==> src/design/qfs_pkg.sv <==
// shared constants, request codes and stage control type for the quadgram scorer
package qfs_pkg;

    localparam int ALPHABET_SIZE = 26;
    localparam int MAX_TEXT_LEN  = 128;
    localparam int SCORE_WIDTH   = 16;

    // port field widths
    localparam int REQ_W    = 2;
    localparam int LETTER_W = 5;
    localparam int INDEX_W  = 19;
    localparam int VALUE_W  = 16;
    localparam int ACC_W    = 24;
    localparam int WIN_W    = 7;

    localparam int PREFIX_LEN  = 3;
    localparam int TABLE_DEPTH = ALPHABET_SIZE * ALPHABET_SIZE * ALPHABET_SIZE * ALPHABET_SIZE;
    localparam int ADDR_W      = $clog2(TABLE_DEPTH);
    localparam int LET_W       = $clog2(ALPHABET_SIZE);
    localparam int CNT_W       = $clog2(MAX_TEXT_LEN + 1);
    localparam int WC_W        = (CNT_W > WIN_W) ? CNT_W : WIN_W;
    localparam int WIN_MAX     = 2 ** WIN_W - 1;

    localparam int SUM_W   = ((SCORE_WIDTH > ACC_W) ? SCORE_WIDTH : ACC_W) + 1;
    localparam int ACC_HI  = 2 ** (ACC_W - 1) - 1;
    localparam int ACC_LO  = -(2 ** (ACC_W - 1));

    typedef enum logic [REQ_W-1:0] {
        REQ_WRITE = 2'd0,
        REQ_READ  = 2'd1,
        REQ_SCORE = 2'd2
    } qfs_req_t;

    localparam logic RES_SCORE = 1'b0;
    localparam logic RES_READ  = 1'b1;

    // control that travels with a word from the table access stage to the sum stage
    typedef struct packed {
        logic             has_result;
        logic             kind;
        logic             add_en;
        logic             use_data;
        logic             last;
        logic [WIN_W-1:0] windows;
    } qfs_ctl_t;

endpackage

==> src/design/qfs_if.sv <==


interface qfs_rsp_if;
    logic                               valid;
    logic                               ready;
    logic                               result_kind;
    logic signed [qfs_pkg::ACC_W-1:0]   result_value;
    logic [qfs_pkg::WIN_W-1:0]          window_total;

    modport source (output valid, result_kind, result_value, window_total, input ready);
    modport sink   (input valid, result_kind, result_value, window_total, output ready);
endinterface

==> src/design/qfs_accum.sv <==
// saturating score accumulator and output word register
module qfs_accum
(
    input  logic                            clk,
    input  logic                            rst_n,
    input  logic                            ctl_load,
    input  qfs_pkg::qfs_ctl_t               ctl,
    input  logic [qfs_pkg::SCORE_WIDTH-1:0] rdata,
    output logic                            take,
    qfs_rsp_if.source                       rsp
);
    import qfs_pkg::*;

    localparam logic signed [SUM_W-1:0] SAT_HI = SUM_W'(ACC_HI);
    localparam logic signed [SUM_W-1:0] SAT_LO = SUM_W'(ACC_LO);

    logic                    s1_valid_reg;
    qfs_ctl_t                s1_ctl_reg;
    logic signed [ACC_W-1:0] acc_reg, acc_next;
    logic                    out_valid_reg, out_valid_next;
    logic                    out_kind_reg;
    logic signed [ACC_W-1:0] out_value_reg;
    logic [WIN_W-1:0]        out_win_reg;

    logic                          s1_adv, s1_fire;
    logic signed [SCORE_WIDTH-1:0] addend;
    logic signed [ACC_W-1:0]       base;
    logic signed [SUM_W-1:0]       sum;
    logic signed [ACC_W-1:0]       sat;

    // the sum stage only waits when it holds a result word and the output is full and not taken
    always_comb
    begin
        s1_adv  = !s1_ctl_reg.has_result || !out_valid_reg || rsp.ready;
        s1_fire = s1_valid_reg && s1_adv;
        take    = !s1_valid_reg || s1_adv;
    end

    // one adder serves both the text sum and the clamp of a read back entry
    always_comb
    begin
        addend = (s1_ctl_reg.add_en || s1_ctl_reg.use_data) ? $signed(rdata) : '0;
        base   = (s1_ctl_reg.kind == RES_READ) ? '0 : acc_reg;
        sum    = SUM_W'(base) + SUM_W'(addend);
        if (sum > SAT_HI)
        begin
            sat = ACC_W'(SAT_HI);
        end
        else if (sum < SAT_LO)
        begin
            sat = ACC_W'(SAT_LO);
        end
        else
        begin
            sat = sum[ACC_W-1:0];
        end

        acc_next = acc_reg;
        if (s1_fire && (s1_ctl_reg.kind == RES_SCORE))
        begin
            acc_next = s1_ctl_reg.last ? '0 : (s1_ctl_reg.add_en ? sat : acc_reg);
        end

        out_valid_next = out_valid_reg;
        if (s1_fire && s1_ctl_reg.has_result)
        begin
            out_valid_next = 1'b1;
        end
        else if (rsp.ready)
        begin
            out_valid_next = 1'b0;
        end
    end

    always_ff @(posedge clk or negedge rst_n)
    begin
        if (!rst_n)
        begin
            s1_valid_reg  <= 1'b0;
            acc_reg       <= '0;
            out_valid_reg <= 1'b0;
        end
        else
        begin
            if (take)
            begin
                s1_valid_reg <= ctl_load;
            end
            acc_reg       <= acc_next;
            out_valid_reg <= out_valid_next;
        end
    end

    always_ff @(posedge clk)
    begin
        if (take && ctl_load)
        begin
            s1_ctl_reg <= ctl;
        end
        if (s1_fire && s1_ctl_reg.has_result)
        begin
            out_kind_reg  <= s1_ctl_reg.kind;
            out_value_reg <= (s1_ctl_reg.kind == RES_SCORE && !s1_ctl_reg.add_en)
                             ? acc_reg : sat;
            out_win_reg   <= s1_ctl_reg.windows;
        end
    end

    assign rsp.valid        = out_valid_reg;
    assign rsp.result_kind  = out_kind_reg;
    assign rsp.result_value = out_value_reg;
    assign rsp.window_total = out_win_reg;

endmodule

==> src/flat_wrapper.sv <==
// flat-port wrapper written by rule: the top's interface ports become plain ports
module qfs_accum_flat import qfs_pkg::*;
  (clk, rst_n, ctl_load, ctl, rdata, take, rsp_valid, rsp_result_kind, rsp_result_value, rsp_window_total, rsp_ready);
  qfs_rsp_if rsp_i ();
  input  logic clk;
  input  logic rst_n;
  input  logic ctl_load;
  input  qfs_pkg::qfs_ctl_t ctl;
  input  logic [qfs_pkg::SCORE_WIDTH-1:0] rdata;
  output logic take;
  output wire logic [$bits(rsp_i.valid)-1:0] rsp_valid;
  output wire logic [$bits(rsp_i.result_kind)-1:0] rsp_result_kind;
  output wire logic [$bits(rsp_i.result_value)-1:0] rsp_result_value;
  output wire logic [$bits(rsp_i.window_total)-1:0] rsp_window_total;
  input wire logic [$bits(rsp_i.ready)-1:0] rsp_ready;
  assign rsp_valid = rsp_i.valid;
  assign rsp_result_kind = rsp_i.result_kind;
  assign rsp_result_value = rsp_i.result_value;
  assign rsp_window_total = rsp_i.window_total;
  assign rsp_i.ready = rsp_ready;
  qfs_accum u_core (.clk(clk), .rst_n(rst_n), .ctl_load(ctl_load), .ctl(ctl), .rdata(rdata), .take(take), .rsp(rsp_i));
endmodule
==> config.mk <==
export PLATFORM = sky130hd
export DESIGN_NAME = qfs_accum_flat
export DESIGN_NICKNAME = d
export VERILOG_FILES = /design/src/design/qfs_pkg.sv /design/src/design/qfs_if.sv /design/src/design/qfs_accum.sv /design/src/flat_wrapper.sv
export SDC_FILE = /design/constraint.sdc
export NUM_CORES = 1
export LEC_CHECK = 0
export BUFFER_PORTS_ARGS = -buffer_cell sky130_fd_sc_hd__buf_4
export CAP_MARGIN = 20
export CORE_AREA = 3 3 101 103
export CTS_BUF_LIST = sky130_fd_sc_hd__clkbuf_4
export CTS_CLUSTER_SIZE = 12
export DETAILED_ROUTE_END_ITERATION = 7
export DIE_AREA = 0 0 104 106
export PLACE_DENSITY = 0.73
export SLEW_MARGIN = 10
export SYNTH_ARGS = -nofsm -noshare
export SYNTH_HDL_FRONTEND = slang
export SYNTH_SLANG_ARGS = --single-unit
export TNS_END_PERCENT = 10
==> constraint.sdc <==
create_clock -name clk -period 3.22 [get_ports clk]
set_input_delay 0.161 -clock clk [delete_from_list [all_inputs] [get_ports clk]]
set_output_delay 0.161 -clock clk [all_outputs]
set_load 0.03 [all_outputs]
==> results.toml, run 1 <==
[synthesis]
synth.distinct_cells = 59
synth.top_cell.area_share_pct = 28.3
synth_seq_cells = 70
async_flop_share_pct = 37.1
synth_edf_count = 44
yosysTopAreaCell = "edfxtp_1"
yosysSeqAreaShare_pct = 42.2
postSynthAreaPerCell_sq_um = 9.80
synth_ff_type = "edfxtp_1"
syn_inst = 477
ys.warnings.count = 0
synthesis.area_sq_um = 4670
netlist_top_cells_area = "edfxtp_1 (28%), dfrtp_1 (14%), ha_1 (6.4%)"
synth_top_cells_by_count = "nand2_1 (47), a21oi_1 (46), edfxtp_1 (44), nor2b_1 (44), o21ai_0 (32)"
synth.most_common_cell = "nand2_1"
synthesis.nets = 534

[floorplanning]
start_util_pct = 50.4
dieArea_sq_um = 11000
num_rows = 35
dieWidth_um = 104
die_y_um = 106
core_sq_um = 9280
io_pins = 66

[timing]
worst_pin_slew_ps = 1030
fin_ws_ps = -184
maxSlewHeadroom_pct = 31.4
finalHoldViolCount = 0
setup_viol = 37
rsz0062_at_grt = "true"
min_period_over_period_pct = 106
clock_skew_ps = 13.9
fmax_mhz = 294
drv_slew = 0
period_needed_ps = 3400

[cells_and_area]
regArea_sq_um = 1970
final_cells = 775
fillCellCount = 645
antenna_cells = 0
design_area_sq_um = 6870
fin_nets = 698
drive_above_1_share_pct = 44.7
multiInputGateArea_sq_um = 3040
syn_to_final_growth_pct = 47.0

[worst_hold_path]
whs_path_depth = 3
min_to = "u_core.rsp.valid$_DFFE_PN0P_"
worstHoldStart = "rsp_ready"
hold_class = "in -> reg"

[routing]
wirelength_um = 15400
dr.first_iter.drc_count = 311
drt-vias-per-instance = 5.91
wire_per_inst_um = 19.8
vias = 4582
ant_nets = 0
drc = 0
firstDrtPassIters = 6

[cts]
cts.reportedPaths.clkPinSlew_ps = 150
clk_latency_ps = 460
cts_buffers = 9
cts-htree-levels = 3
cts_num_sinks = 70
clk_root_buffer_cell = "clkbuf_4"
cts_tree = "yes"
clockBufferDepth = 2

[global_route]
grt_pass1_wl_um = 22300
use_met1_pct = 30.4
grt.total_usage_pct = 25.5
first_global_vias = 4431
busiest_layer = "met2"
grt_use_met3_pct = 4.37
grt_max_degree = 33
antenna_found_initial = 0
overflow = 0
met2_usage_pct = 44.5

[worst_setup_path]
timing.rr.start = "u_core.s1_ctl_reg[8]$_DFFE_PP_"
critical_path.max_fanout = 7
r2r_setup_slack_ps = -180
critPathArrivalTime_ps = 3630
worst_ep_required_time_ps = 3450
start_kind = "flop"
r2r_cells = 15
r2r_end = "u_core.rsp.result_value[18]$_DFFE_PP_"
crit_type = "reg -> reg"
endpoint_kind = "flop"

[power]
power_mw = 3.32
peakVddDrop_mv = 0.281
cellPowerDensity_nw_per_um2 = 483
leakage_nw = 3.00

[place]
dpl_cell_area_sq_um = 5770
port_buffers = 65
place_ws_ps = -122
dp.cells = 712
dp_hpwl_um = 9170
routabilityCongestion = 0.917

[status]
violations = "setup timing"
status = "complete, but fails checks"

[run]
maxCapViolCount = 0
## routing by layer
layer  part of all wire (%)  up-vias
met5                      0        -
met3                    7.1       63
met2                     51      232
li1                       -     2086
met4                    4.5        0
met1                     37     2201
## what timing repair did
item                       in CTS  in global routing
hold buffers                   14                  0
setup endpoints to repair      24                 46
setup buffers                  16                 15
hold endpoints to repair       39                  0
cloned                          2                  1
resized for setup              41                 98
pin swaps                      21                 45
## power breakdown
group	internal, mW	total [mW]	switching, mW
sequential	1.12	1.20	0.0798
clock	0.173	0.577	0.404
combinational	0.739	1.55	0.807
## critical path, cell delays in order (launching register included)
cell and delay, ps:
edfxtp_1 470, nor2_4 180, buf_12 140, nor2b_1 50
ha_1 350, o211ai_1 140, o21ai_2 240, o2111ai_4 160
a211oi_4 280, buf_6 140, o211ai_4 100, buf_6 140
a21oi_4 250, o21ai_2 100, and2_4 170, mux2_4 250
## worst max path at each step
stage / startpoint / endpoint / slack (ps) / cells past startpoint
finish: u_core.s1_ctl_reg[8]$_DFFE_PP_ / u_core.rsp.result_value[18]$_DFFE_PP_ / -180 / 15
global route: u_core.s1_ctl_reg[8]$_DFFE_PP_ / u_core.rsp.result_value[0]$_DFFE_PP_ / -300 / 16
CTS: u_core.s1_ctl_reg[8]$_DFFE_PP_ / u_core.rsp.result_value[12]$_DFFE_PP_ / -110 / 16
detailed placement: u_core.s1_ctl_reg[9]$_DFFE_PP_ / u_core.rsp.result_value[21]$_DFFE_PP_ / -120 / 13
global placement: u_core.s1_ctl_reg[9]$_DFFE_PP_ / u_core.rsp.result_value[18]$_DFFE_PP_ / -50 / 12
floorplan: u_core.s1_ctl_reg[10]$_DFFE_PP_ / u_core.rsp.result_value[18]$_DFFE_PP_ / 9 / 14
## cells by family after synthesis
logic type	after synthesis	share of synthesized area, %
mux	9	2.46
buf+inv	32	3.13
fa+ha+maj	25	6.85
compound gates	166	24.2
xor+xnor	19	3.56
flops	70	42.2
simple gates	156	17.6
## final cells by class
type	instances	share of cell area [%]
Timing Repair Buffer	176	22.3
Multi-Input combinational cell	375	44.3
Clock buffer	9	0.983
Clock inverter	7	0.892
Inverter	9	0.492
Sequential cell	70	28.7
Tap cell	129	2.35
## metrics by stage
step | setup TNS, ps | hold WS (ps) | util, %
2_1_floorplan | 0 | -135 | -
3_3_place_gp | -52.1 | 109 | 62.2
3_5_place_dp | -978 | 117 | 62.2
4_1_cts | -2060 | 59.8 | 68.2
5_1_grt | -8760 | 94.9 | 74.0
6_report | -3940 | 99.5 | 74.0
## layout by cell type, fill, tap and decap left out, types with 5 or more instances in the layout
cell	instances
buf_4	134
edfxtp_1	44
nand2_1	39
nor2b_1	35
a21oi_1	28
dfrtp_1	26
a21o_1	22
o21ai_1	22
buf_6	20
a21oi_2	18
nor2_1	17
o21ai_0	17
ha_1	16
dlygate4sd3_1	14
xnor2_1	12
clkbuf_4	9
o21ai_2	8
o211ai_1	7
nand2_2	7
xor2_1	7
a22o_1	7
inv_1	6
nor2b_2	6
nand3_1	6
ha_4	6
nor3_1	5
a31oi_1	5
mux2_2	5
Power figures use the tool's default switching activity.
==> run 2: changes to the inputs <==
--- a/config.mk
+++ b/config.mk
@@ -12,7 +12,9 @@
 export CTS_CLUSTER_SIZE = 12
 export DETAILED_ROUTE_END_ITERATION = 7
 export DIE_AREA = 0 0 104 106
+export GPL_ROUTABILITY_DRIVEN = 0
 export PLACE_DENSITY = 0.73
+export SKIP_LAST_GASP = 1
 export SLEW_MARGIN = 10
 export SYNTH_ARGS = -nofsm -noshare
 export SYNTH_HDL_FRONTEND = slang
==> constraint.sdc (replaced) <==
create_clock -name clk -period 3.22 [get_ports clk]
set_input_delay 0.322 -clock clk [delete_from_list [all_inputs] [get_ports clk]]
set_output_delay 0.322 -clock clk [all_outputs]
set_load 0.03 [all_outputs]
==> run 2 against run 1 <==
Flip-flop and latch count unchanged. Via count down 9.7%. Total power down 8.6%. Global-route usage down 2.9 points. Setup slack better by 93 ps. Cell count down 5.2%. Non-clock buffer count down 40. Register-to-register slack better by 90 ps. The run still ends with setup timing left.
==> results.toml, run 2 (synthesis gave the netlist of run 1 again) <==
[place]
dp.cells = 702
dp_hpwl_um = 8930
place_ws_ps = -147
port_buffers = 65
dpl_cell_area_sq_um = 5700

[timing]
tns_ps = -514
rsz0062_at_grt = "true"
setup_viol = 11
min_period_over_period_pct = 103
fmax_mhz = 302
drv_slew = 0
worst_pin_slew_ps = 951
maxSlewHeadroom_pct = 36.5
fin_ws_ps = -90.5
finalHoldWorstSlack_ps = 51.3
finalHoldViolCount = 0
period_needed_ps = 3310
clock_skew_ps = 15.4

[routing]
wirelength_um = 12600
drt-vias-per-instance = 5.63
dr.first_iter.drc_count = 210
ant_nets = 0
wire_per_inst_um = 17.1
drc = 0
firstDrtPassIters = 5
vias = 4138

[worst_setup_path]
r2r_setup_slack_ps = -90
cpMaxStageDelayCell = "edfxtp_1"
start_kind = "flop"
critPathArrivalTime_ps = 3520
crit_type = "reg -> reg"
r2r_cells = 12
r2r_end = "u_core.rsp.result_value[21]$_DFFE_PP_"
crit_chain = "buf_4, nor2b_1, ha_1, buf_4, nor2b_2, nor4_2, a211oi_4, a211oi_1, xnor2_1, a211oi_1, a21oi_1, mux2_2"
worst_ep_required_time_ps = 3430
endpoint_kind = "flop"
timing.rr.start = "u_core.s1_ctl_reg[10]$_DFFE_PP_"
critical_path.max_fanout = 10
max_stage_delay_ps = 500

[global_route]
overflow = 0
antenna_found_initial = 0
first_global_vias = 4074
grt_max_degree = 33
grt.total_usage_pct = 22.6
grt_pass1_wl_um = 19900

[cells_and_area]
fin_nets = 658
design_area_sq_um = 6050
antenna_cells = 0
final_cells = 735
drive_above_1_share_pct = 32.7
fillCellCount = 767
syn_to_final_growth_pct = 29.4
final_cell_mix = "buf_4 (130), nand2_1 (47), edfxtp_1 (44)"
final_common_cell = "buf_4"

[worst_hold_path]
whs_path_depth = 1
worstHoldStart = "ctl[5]"
hold_class = "in -> reg"
min_to = "u_core.s1_ctl_reg[5]$_DFFE_PP_"

[status]
status = "complete, but fails checks"
violations = "setup timing"

[floorplanning]
io_pins = 66
num_rows = 35
core_sq_um = 9280
die_y_um = 106
start_util_pct = 50.4
dieWidth_um = 104
dieArea_sq_um = 11000

[cts]
cts_num_sinks = 70
clk_root_buffer_cell = "clkbuf_4"
cts_tree = "yes"
cts-htree-levels = 3
clockBufferDepth = 2
clk_latency_ps = 430
cts.reportedPaths.clkPinSlew_ps = 130
cts_buffers = 9

[run]
maxCapViolCount = 0

[power]
peakVddDrop_mv = 0.271
cellPowerDensity_nw_per_um2 = 501
leakage_nw = 2.73
run 2: changes by cell type in the layout (fill, tap and decap cells not counted), sizes merged:
cell | previous run | this run
buf | 161 | 135
bufinv | 0 | 1
clkinv | 1 | 3
clkinvlp | 2 | 1
dlygate4sd3 | 14 | 1
inv | 13 | 10
run 2: metal layers:
| metal | vias up | routed length [um] | share of wire [%] | global-route usage, % |
|---|---|---|---|---|
| met5 | - | 0 | 0 | 0 |
| met4 | 0 | 320 | 2.5 | 8.36 |
| met3 | 25 | 657 | 5.2 | 3.83 |
| met2 | 143 | 6270 | 50 | 39.8 |
| met1 | 1975 | 5300 | 42 | 27.8 |
| li1 | 1995 | - | - | - |
run 2: what timing repair did:
item	CTS	global route
hold buffers	1	0
buffers inserted	12	4
hold endpoints to repair	26	0
setup endpoints to repair	27	45
pin swaps	15	5
gates resized for setup	10	13
run 2: critical path, delay by kind of cell (launching register included):
family / cells / cell delay, ps
and+or+nand+nor: 3 / 730
adders and majority gates: 1 / 290
xor gates and xnor gates: 1 / 140
buffers and inverters: 2 / 390
AOI/OAI and AO/OA: 4 / 740
muxes: 1 / 290
DFF: 1 / 500
run 2: final cells by class:
| cell class | count | area, sq um | area share, % |
|---|---|---|---|
| well taps | 129 | 161 | 2.67 |
| inverters | 9 | 33.8 | 0.559 |
| clock buffers | 10 | 75.1 | 1.24 |
| multi-input cells | 375 | 2670 | 44.1 |
| repair buffers | 136 | 1080 | 17.8 |
| clock inverters | 6 | 62.6 | 1.03 |
| flip-flops and latches | 70 | 1970 | 32.6 |
run 2: per-stage QoR:
step / util [%] / total power, mW
finish: 65.1 / 3.03
global route: 65.1 / 3.21
CTS: 64.3 / 3.00
detailed placement: 61.4 / 2.38
global placement: 61.4 / 2.35
floorplan: - / 1.99
run 2: how the worst max path moves through the flow:
stage,from,end,slack (ps),depth (start not counted)
after floorplan,u_core.s1_ctl_reg[10]$_DFFE_PP_,u_core.rsp.result_value[18]$_DFFE_PP_,9,14
after global placement,u_core.s1_ctl_reg[9]$_DFFE_PP_,u_core.rsp.result_value[18]$_DFFE_PP_,-80,12
after detailed placement,u_core.s1_ctl_reg[9]$_DFFE_PP_,u_core.rsp.result_value[18]$_DFFE_PP_,-150,12
after CTS,u_core.s1_ctl_reg[9]$_DFFE_PP_,u_core.rsp.result_value[3]$_DFFE_PP_,-40,14
after global routing,u_core.s1_ctl_reg[10]$_DFFE_PP_,u_core.rsp.result_value[3]$_DFFE_PP_,-250,13
final,u_core.s1_ctl_reg[10]$_DFFE_PP_,u_core.rsp.result_value[21]$_DFFE_PP_,-90,12
run 2: report_power, final:
part | internal, mW | switching, mW
Clock | 0.244 | 0.342
Sequential | 1.12 | 0.0772
Combinational | 0.583 | 0.670
Total | 1.94 | 1.09
